$ cat config.mk
export PLATFORM = sky130hd
export DESIGN_NAME = gcd_lcm_common_divisors
export DESIGN_NICKNAME = d
export VERILOG_FILES = /design/src/hw/rtl/gcdlcm_pkg.sv /design/src/hw/rtl/gcdlcm_div.sv /design/src/hw/rtl/gcd_lcm_common_divisors.sv
export VERILOG_INCLUDE_DIRS = /design/src /design/src/hw/rtl
export SDC_FILE = /design/constraint.sdc
export NUM_CORES = 1
export LEC_CHECK = 0
export BUFFER_PORTS_ARGS = -buffer_cell sky130_fd_sc_hd__buf_4
export CAP_MARGIN = 20
export CORE_UTILIZATION = 55
export CTS_CLUSTER_DIAMETER = 50
export DETAILED_ROUTE_END_ITERATION = 8
export GPL_ROUTABILITY_DRIVEN = 0
export PLACE_DENSITY = 0.73
export SLEW_MARGIN = 0
export SYNTH_ARGS = -nofsm -noshare
export SYNTH_HDL_FRONTEND = slang
export SYNTH_SLANG_ARGS = --single-unit
export TNS_END_PERCENT = 20
$ cat constraint.sdc
create_clock -name clk -period 5.6 [get_ports clk]
set_clock_uncertainty 0.15 [all_clocks]
set_input_delay 1.12 -clock clk [delete_from_list [all_inputs] [get_ports clk]]
set_output_delay 1.12 -clock clk [all_outputs]
set_load 0.1 [all_outputs]
$ cat src/hw/rtl/gcd_lcm_common_divisors_defines.svh
// ----------------------------------------------------------------------------
// Assertion macros for the GCD / LCM common divisor block
// Shared forms for the concurrent checks, clocked on clk and held off during
// reset.
// ----------------------------------------------------------------------------
`ifndef GCD_LCM_COMMON_DIVISORS_DEFINES_SVH
`define GCD_LCM_COMMON_DIVISORS_DEFINES_SVH

// Same-cycle implication.
`define GLCD_ASSERT_NOW(label, ante, cons, msg) \
	label: assert property (@(posedge clk) disable iff (!arst_n) (ante) |-> (cons)) \
		else $error(msg);

// Next-cycle implication.
`define GLCD_ASSERT_NEXT(label, ante, cons, msg) \
	label: assert property (@(posedge clk) disable iff (!arst_n) (ante) |=> (cons)) \
		else $error(msg);

`endif

$ cat src/hw/rtl/gcdlcm_pkg.sv
// ----------------------------------------------------------------------------
// GCD / LCM common divisor package
// Widths, sequencer states and the request and response bundles of the
// shared divider.
// ----------------------------------------------------------------------------
package gcdlcm_pkg;

	localparam int OPERAND_WIDTH = 12;
	localparam int PROD_W        = 2 * OPERAND_WIDTH;
	localparam int DIV_CNT_W     = $clog2(PROD_W + 1);
	localparam int FIELD_W       = 12;
	localparam int LCM_W         = 24;
	localparam int MAX_RESULTS   = 48;
	localparam int RES_CNT_W     = $clog2(MAX_RESULTS);
	localparam int IN_DATA_W     = 2 * FIELD_W;
	localparam int OUT_DATA_W    = 2 * FIELD_W + LCM_W;

	typedef enum logic [2:0] {
		ST_IDLE,
		ST_EUC_START,
		ST_EUC_WAIT,
		ST_LCM_START,
		ST_LCM_WAIT,
		ST_TRY_START,
		ST_TRY_WAIT,
		ST_EMIT
	} state_t;

	typedef struct packed {
		logic                     start;
		logic                     long_div;
		logic [PROD_W-1:0]        dividend;
		logic [OPERAND_WIDTH-1:0] divisor;
	} div_req_t;

	typedef struct packed {
		logic                     busy;
		logic                     done;
		logic [PROD_W-1:0]        quotient;
		logic [OPERAND_WIDTH-1:0] remainder;
	} div_rsp_t;

endpackage

$ cat src/hw/rtl/gcdlcm_div.sv
// ----------------------------------------------------------------------------
// Shared restoring divider
// One quotient bit per cycle. A short request divides an operand-wide
// dividend in OPERAND_WIDTH steps, a long one the full product in PROD_W steps.
// ----------------------------------------------------------------------------
module gcdlcm_div (
	input  logic                 clk,
	input  logic                 arst_n,
	input  gcdlcm_pkg::div_req_t req,
	output gcdlcm_pkg::div_rsp_t rsp
);
	import gcdlcm_pkg::*;

	logic                     busy_q;
	logic                     done_q;
	logic [DIV_CNT_W-1:0]     cnt_q;
	logic [OPERAND_WIDTH-1:0] den_q;
	logic [OPERAND_WIDTH-1:0] rem_q;
	logic [PROD_W-1:0]        quo_q;

	logic [OPERAND_WIDTH:0]   trial;
	logic [OPERAND_WIDTH+1:0] diff;
	logic                     fits;

	always_comb begin
		trial = {rem_q, quo_q[PROD_W-1]};
		diff  = {1'b0, trial} - {2'b00, den_q};
		fits  = !diff[OPERAND_WIDTH+1];
	end

	always_ff @(posedge clk or negedge arst_n) begin
		if (!arst_n) begin
			busy_q <= 1'b0;
			done_q <= 1'b0;
			cnt_q  <= '0;
		end else begin
			done_q <= 1'b0;
			if (req.start && !busy_q) begin
				busy_q <= 1'b1;
				cnt_q  <= req.long_div ? DIV_CNT_W'(PROD_W) : DIV_CNT_W'(OPERAND_WIDTH);
			end else if (busy_q) begin
				cnt_q <= cnt_q - 1'b1;
				if (cnt_q == DIV_CNT_W'(1)) begin
					busy_q <= 1'b0;
					done_q <= 1'b1;
				end
			end
		end
	end

	always_ff @(posedge clk) begin
		if (req.start && !busy_q) begin
			den_q <= req.divisor;
			rem_q <= '0;
			quo_q <= req.long_div ? req.dividend
			                      : {req.dividend[OPERAND_WIDTH-1:0], {OPERAND_WIDTH{1'b0}}};
		end else if (busy_q) begin
			rem_q <= fits ? diff[OPERAND_WIDTH-1:0] : trial[OPERAND_WIDTH-1:0];
			quo_q <= {quo_q[PROD_W-2:0], fits};
		end
	end

	always_comb begin
		rsp.busy      = busy_q;
		rsp.done      = done_q;
		rsp.quotient  = quo_q;
		rsp.remainder = rem_q;
	end

endmodule

$ cat src/hw/rtl/gcd_lcm_common_divisors.sv
// ----------------------------------------------------------------------------
// GCD, LCM and common divisor lister
// Lists the common divisors of two operands, up to MAX_RESULTS, with GCD and LCM.
// ----------------------------------------------------------------------------
// Usage: the slave channel takes one word holding two operands. The block
// then drops s_tready and works on that pair alone. For a valid pair it sends
// one master word per common divisor, in ascending order from 1 up to the
// GCD, at most MAX_RESULTS of them; each word also carries the GCD and LCM,
// and m_tlast marks the final word of the pair. If either operand is zero,
// a single word with all fields zero, m_tuser set and m_tlast set is sent.
// Sequencing: every step runs through one shared restoring divider that
// retires one quotient bit per cycle. Each Euclid step and each trial divisor
// is a short division, the LCM a long division of the product by the GCD,
// and each divisor found loads the output register. A zero operand goes
// straight to the output word without any division.
// Stalls: results sit in one output register; when m_tready is low the
// sequencer holds before the next divisor until the register frees up. The
// block takes a new pair while the last word of the previous one still waits.
// Reset clears the sequencer and the output valid; no clearing pass.
// ----------------------------------------------------------------------------
module gcd_lcm_common_divisors (
	input  logic                              clk,
	input  logic                              arst_n,
	input  logic                              s_tvalid,
	output logic                              s_tready,
	// operand_a [11:0], operand_b [23:12]
	input  logic [gcdlcm_pkg::IN_DATA_W-1:0]  s_tdata,
	output logic                              m_tvalid,
	input  logic                              m_tready,
	// common_divisor [11:0], gcd_value [23:12], lcm_value [47:24]
	output logic [gcdlcm_pkg::OUT_DATA_W-1:0] m_tdata,
	output logic                              m_tlast,
	// input_error [0]
	output logic                              m_tuser
);
	import gcdlcm_pkg::*;
	`include "gcd_lcm_common_divisors_defines.svh"

	state_t state_q, state_d;

	div_req_t div_req;
	div_rsp_t div_rsp;

	// Working registers of the sequencer.
	logic [OPERAND_WIDTH-1:0] x_q, y_q, g_q, d_q;
	logic [PROD_W-1:0]        prod_q, lcm_q;
	logic [RES_CNT_W-1:0]     n_q;
	logic                     err_q;

	// Output register.
	logic                     out_valid_q;
	logic [FIELD_W-1:0]       out_div_q, out_gcd_q;
	logic [LCM_W-1:0]         out_lcm_q;
	logic                     out_last_q, out_err_q;

	logic [OPERAND_WIDTH-1:0] op_a, op_b;
	logic                     accept, slot_free, emit_go, last_now;

	assign op_a      = s_tdata[OPERAND_WIDTH-1:0];
	assign op_b      = s_tdata[FIELD_W +: OPERAND_WIDTH];
	assign accept    = s_tvalid && s_tready;
	assign slot_free = !out_valid_q || m_tready;
	assign last_now  = err_q || (d_q == g_q) || (n_q == RES_CNT_W'(MAX_RESULTS - 1));

	gcdlcm_div u_div (
		.clk    (clk),
		.arst_n (arst_n),
		.req    (div_req),
		.rsp    (div_rsp)
	);

	always_ff @(posedge clk or negedge arst_n) begin
		if (!arst_n) begin
			state_q <= ST_IDLE;
		end else begin
			state_q <= state_d;
		end
	end

	// Next state and the request to the shared divider.
	always_comb begin
		state_d          = state_q;
		s_tready         = 1'b0;
		emit_go          = 1'b0;
		div_req.start    = 1'b0;
		div_req.long_div = 1'b0;
		div_req.dividend = PROD_W'(x_q);
		div_req.divisor  = y_q;
		case (state_q)
			ST_IDLE: begin
				s_tready = 1'b1;
				if (s_tvalid) begin
					state_d = (op_a == '0 || op_b == '0) ? ST_EMIT : ST_EUC_START;
				end
			end
			ST_EUC_START: begin
				div_req.start = 1'b1;
				state_d       = ST_EUC_WAIT;
			end
			ST_EUC_WAIT: begin
				if (div_rsp.done) begin
					state_d = (div_rsp.remainder == '0) ? ST_LCM_START : ST_EUC_START;
				end
			end
			ST_LCM_START: begin
				div_req.start    = 1'b1;
				div_req.long_div = 1'b1;
				div_req.dividend = prod_q;
				div_req.divisor  = g_q;
				state_d          = ST_LCM_WAIT;
			end
			ST_LCM_WAIT: begin
				if (div_rsp.done) begin
					state_d = ST_TRY_START;
				end
			end
			ST_TRY_START: begin
				div_req.start    = 1'b1;
				div_req.dividend = PROD_W'(g_q);
				div_req.divisor  = d_q;
				state_d          = ST_TRY_WAIT;
			end
			ST_TRY_WAIT: begin
				if (div_rsp.done) begin
					state_d = (div_rsp.remainder == '0) ? ST_EMIT : ST_TRY_START;
				end
			end
			ST_EMIT: begin
				if (slot_free) begin
					emit_go = 1'b1;
					state_d = last_now ? ST_IDLE : ST_TRY_START;
				end
			end
			default: begin
				state_d = ST_IDLE;
			end
		endcase
	end

	// Sequencer data path. Euclid keeps the pair in x and y; once the
	// remainder is zero, g holds the GCD.
	always_ff @(posedge clk) begin
		case (state_q)
			ST_IDLE: begin
				if (s_tvalid) begin
					x_q    <= op_a;
					y_q    <= op_b;
					prod_q <= op_a * op_b;
					err_q  <= (op_a == '0) || (op_b == '0);
				end
			end
			ST_EUC_WAIT: begin
				if (div_rsp.done) begin
					x_q <= y_q;
					y_q <= div_rsp.remainder;
					g_q <= y_q;
				end
			end
			ST_LCM_WAIT: begin
				if (div_rsp.done) begin
					lcm_q <= div_rsp.quotient;
					d_q   <= OPERAND_WIDTH'(1);
					n_q   <= '0;
				end
			end
			ST_TRY_WAIT: begin
				if (div_rsp.done && div_rsp.remainder != '0) begin
					d_q <= d_q + 1'b1;
				end
			end
			ST_EMIT: begin
				if (slot_free) begin
					d_q <= d_q + 1'b1;
					n_q <= n_q + 1'b1;
				end
			end
			default: begin
			end
		endcase
	end

	// Output register: loads a word when it is empty or being drained.
	always_ff @(posedge clk or negedge arst_n) begin
		if (!arst_n) begin
			out_valid_q <= 1'b0;
		end else if (emit_go) begin
			out_valid_q <= 1'b1;
		end else if (m_tready) begin
			out_valid_q <= 1'b0;
		end
	end

	always_ff @(posedge clk) begin
		if (emit_go) begin
			out_div_q  <= err_q ? '0 : FIELD_W'(d_q);
			out_gcd_q  <= err_q ? '0 : FIELD_W'(g_q);
			out_lcm_q  <= err_q ? '0 : LCM_W'(lcm_q);
			out_last_q <= last_now;
			out_err_q  <= err_q;
		end
	end

	assign m_tvalid = out_valid_q;
	assign m_tdata  = {out_lcm_q, out_gcd_q, out_div_q};
	assign m_tlast  = out_last_q;
	assign m_tuser  = out_err_q;

	`GLCD_ASSERT_NOW(a_err_is_last, m_tvalid && m_tuser, m_tlast && m_tdata == '0,
		"error word must be a lone all-zero last word")
	`GLCD_ASSERT_NOW(a_div_in_range, m_tvalid && !m_tuser,
		out_div_q != '0 && out_div_q <= out_gcd_q, "divisor outside 1..gcd")
	`GLCD_ASSERT_NOW(a_div_idle_start, div_req.start, !div_rsp.busy,
		"divider started while busy")
	`GLCD_ASSERT_NEXT(a_busy_after_accept, accept, !s_tready,
		"new pair taken while the previous one is in work")

endmodule
==> flow_summary.json <==
{
  "cts_tree": "done",
  "dr_wl_met3_um": 2150,
  "via_per_inst": 5.68,
  "layout.nets": 1630,
  "ant_nets": 0,
  "synth_edf_count": 189,
  "worst_pin_slew_ns": 0.959,
  "drt_iter0_drc": 838,
  "worstPathArrival_ns": 5.59,
  "dominantRegCellSynth": "edfxtp_1",
  "cp_max_fo": 9,
  "async_flop_share_pct": 5.19,
  "status": "complete, no violations",
  "grt_pass1_vias": 9775,
  "antenna_found_initial": 0,
  "hold_viol": 0,
  "hold_class": "input pin to async pin",
  "ios": 80,
  "area.growth.synth_to_final_pct": 16.3,
  "wire_per_inst_um": 18.1,
  "numCtsBuffers": 24,
  "initial_core_util_pct": 56.2,
  "slew_headroom_pct": 36.1,
  "power.leakage_nw": 7.07,
  "ys_types": 65,
  "path_clk_slew_ns": 0.06,
  "cts_sinks": 212,
  "grt_overflow": 0,
  "grt_max_degree": 52,
  "layout.cells.non_filler": 1768,
  "drv_slew": 0,
  "die_x_um": 163,
  "fp.coreArea_um2": 25300,
  "synth_seq_cells": 212,
  "swShare_pct": 42.0,
  "placed_cell_area_um2": 15700,
  "htreeDepth": 1,
  "wirelength_um": 32000,
  "cellInternalPower_mw": 5.61,
  "crit_path_end_kind": "flip-flop",
  "layout-drive-gt1-share_pct": 17.5,
  "dp_hpwl_um": 24500,
  "ys_seq_area_share_pct": 43.6,
  "max_cap_viol_count": 0,
  "fmax_mhz": 184,
  "drt_pass1_iterations": 6,
  "grt_pass1_wl_um": 51400,
  "finalSetupViolCount": 0,
  "synth_area_leader_cell": "edfxtp_1",
  "root_buffer": "clkbuf_16",
  "synth_top_cell_area_share_pct": 40.0,
  "vias": 10000,
  "switchingPower_mw": 4.06,
  "critical_path_class": "input pin to flip-flop",
  "rsz0062_at_grt": "true",
  "start_kind": "input pin",
  "synth_cells": 1289,
  "io_buffers": 79,
  "dieArea_um2": 26500,
  "drc": 0,
  "clk-insertion-delay-late_ns": 0.51,
  "ir_drop_v": 0.000412,
  "fin_area_um2": 16500,
  "post-route-util_pct": 65.4,
  "period_minus_slack_ns": 5.44,
  "clkPwrFrac_pct": 15.3,
  "clockBufferDepth": 3,
  "ys_top_cells_by_area": "edfxtp_1 (40%), fa_1 (14%), ha_1 (6.9%)",
  "die_y_um": 163,
  "p_seq_share_pct": 28.1,
  "combPwrFrac_pct": 56.6,
  "track_usage_pct": 25.1,
  "required_ns": 5.75,
  "maxUsedRoutingLayer": "met4",
  "num_rows": 58,
  "antennaDiodeCount": 0,
  "dpl.cell_count": 1725,
  "postCtsHoldBufs": 0,
  "syn_avg_cell_area_um2": 11.0,
  "fin_crit_sh_pct": 97.2,
  "wl_met2_um": 15900,
  "p_per_area_nw_per_um2": 585,
  "yosysWarnings": 0,
  "syn_area_um2": 14200,
  "syn-num-nets": 1496,
  "drt-met1-wl_um": 13200
}
==> routing by layer <==
metal / GRT usage (%) / vias up
met3: 2.57 / 55
met5: 0 / -
met2: 43.7 / 376
met4: 6.29 / 0
li1: - / 4706
met1: 33.6 / 4906
==> logic make-up after synthesis <==
| group | synth area share, % |
|---|---|
| xor gates and xnor gates | 3.02 |
| buffers and inverters | 5.98 |
| muxes | 2.68 |
| and+or+nand+nor | 13.2 |
| DFF | 43.6 |
| AOI/OAI and AO/OA | 10.4 |
| adders and majority gates | 21.1 |
==> power groups by stage <==
stage	clock network (mW)	logic [mW]	registers, mW
global placement	0	5.30	2.73
detailed placement	0	5.42	2.75
finish	1.48	5.47	2.72
floorplan	0	3.41	3.06
CTS	1.49	5.46	2.72
global route	1.56	6.06	2.76
==> cell usage in the layout (no fill, tap or decap), drive strengths merged, types with 8 or more instances in the layout <==
cell	n
inv	162
a21oi	41
or3	8
mux2i	11
fa	101
nor2	37
o22a	12
nor3	11
a22oi	11
buf	171
edfxtp	189
nor2b	53
xor2	29
dfrtp	11
o21a	11
xnor2	20
dfxtp	12
nand3	22
nand2	135
clkbuf	30
ha	78
a22o	15
and2	62
o21ai	45
mux2	24
nor4	12
o22ai	37
and3	13
==> metrics by stage <==
stage / power [mW] / setup TNS [ns] / hold WS, ns / setup WS [ns]
after floorplan: 6.47 / -0.0830 / 0.276 / -0.0560
after CTS: 9.67 / 0 / 0.280 / 0.142
final: 9.67 / 0 / 0.278 / 0.156
after global routing: 10.4 / -0.0167 / 0.284 / -0.0167
after detailed placement: 8.16 / -2.46 / 0.295 / -0.517
after global placement: 8.03 / -1.89 / 0.288 / -0.443
==> critical path, stage by stage <==
cell and delay, ns:
buf_4 0.11, buf_4 0.16, nand2_1 0.09, fa_1 0.54, inv_1 0.05, fa_1 0.41
fa_1 0.48, fa_1 0.56, inv_1 0.06, fa_1 0.48, inv_1 0.06, ha_4 0.29
o21ai_0 0.10, nor2_1 0.19, a31oi_2 0.17, nand3b_1 0.22, a31oi_1 0.21, xor2_1 0.29
==> flip-flops by register name, indices dropped and copies added (netlist names), 3 cells and up <==
register	count
n_q	6
lcm_q	24
u_div.cnt_q	5
g_q	12
state_q	3
out_gcd_q	12
x_q	12
d_q	12
prod_q	24
u_div.den_q	12
out_div_q	12
u_div.quo_q	24
out_lcm_q	24
u_div.rem_q	12
y_q	12
==> cell type report <==
type | instances | area [um^2]
sequential | 212 | 6190
inverter | 160 | 601
tap | 330 | 413
multi-input combinational | 854 | 7250
clock buffer | 30 | 644
fill | 1957 | 8730
clock inverter | 11 | 103
timing repair buffer | 171 | 1320
==> final timing paths <==
check	start	to	slack, ns	cells past startpoint
setup / recovery	s_tdata[15]	prod_q[17]$_DFFE_PP_	0.16	18
hold reg to reg	u_div.quo_q[22]$_DFFE_PP_	lcm_q[22]$_DFFE_PP_	0.31	0
min in group clk	u_div.quo_q[22]$_DFFE_PP_	lcm_q[22]$_DFFE_PP_	0.31	0
max in group asynchronous	arst_n	state_q[1]$_DFFE_PN0P_	4.87	1
hold / removal	arst_n	u_div.done_q$_DFF_PN0_	0.28	1
setup reg to reg	state_q[2]$_DFFE_PN0P_	x_q[3]$_DFFE_PP_	2.03	6
==> Yosys cell counts, types with 3 or more instances <==
library cell  number
xor2_1            29
nor4_1            12
o211a_1            3
clkbuf_1          57
mux2_2            24
or3_1              7
buf_1              4
nand4_1            5
or2_2              5
edfxtp_1         189
o21ai_0           45
nor3_1            11
a21o_1             6
nor2_1            37
nand2b_1           4
nand2_1          135
a31oi_1            3
o22a_1            12
nor2b_1           53
o22ai_1           37
nor4b_1            4
a22oi_1           11
dfxtp_1           12
inv_1            159
and3_1            13
mux2i_1           11
a22o_1            14
xnor2_1           20
a21oi_1           40
and2_1            61
fa_1             101
a211oi_1           6
nand3_1           22
o21bai_1           3
o21a_1            11
dfrtp_1           11
ha_1              78
==> what timing repair did <==
action / in CTS / in global routing
setup endpoints to repair: 1 / 2
pin swaps: 0 / 1
resized for setup: 1 / 1
setup buffers: 0 / 0
No activity file was read; power rests on OpenSTA's default activity.
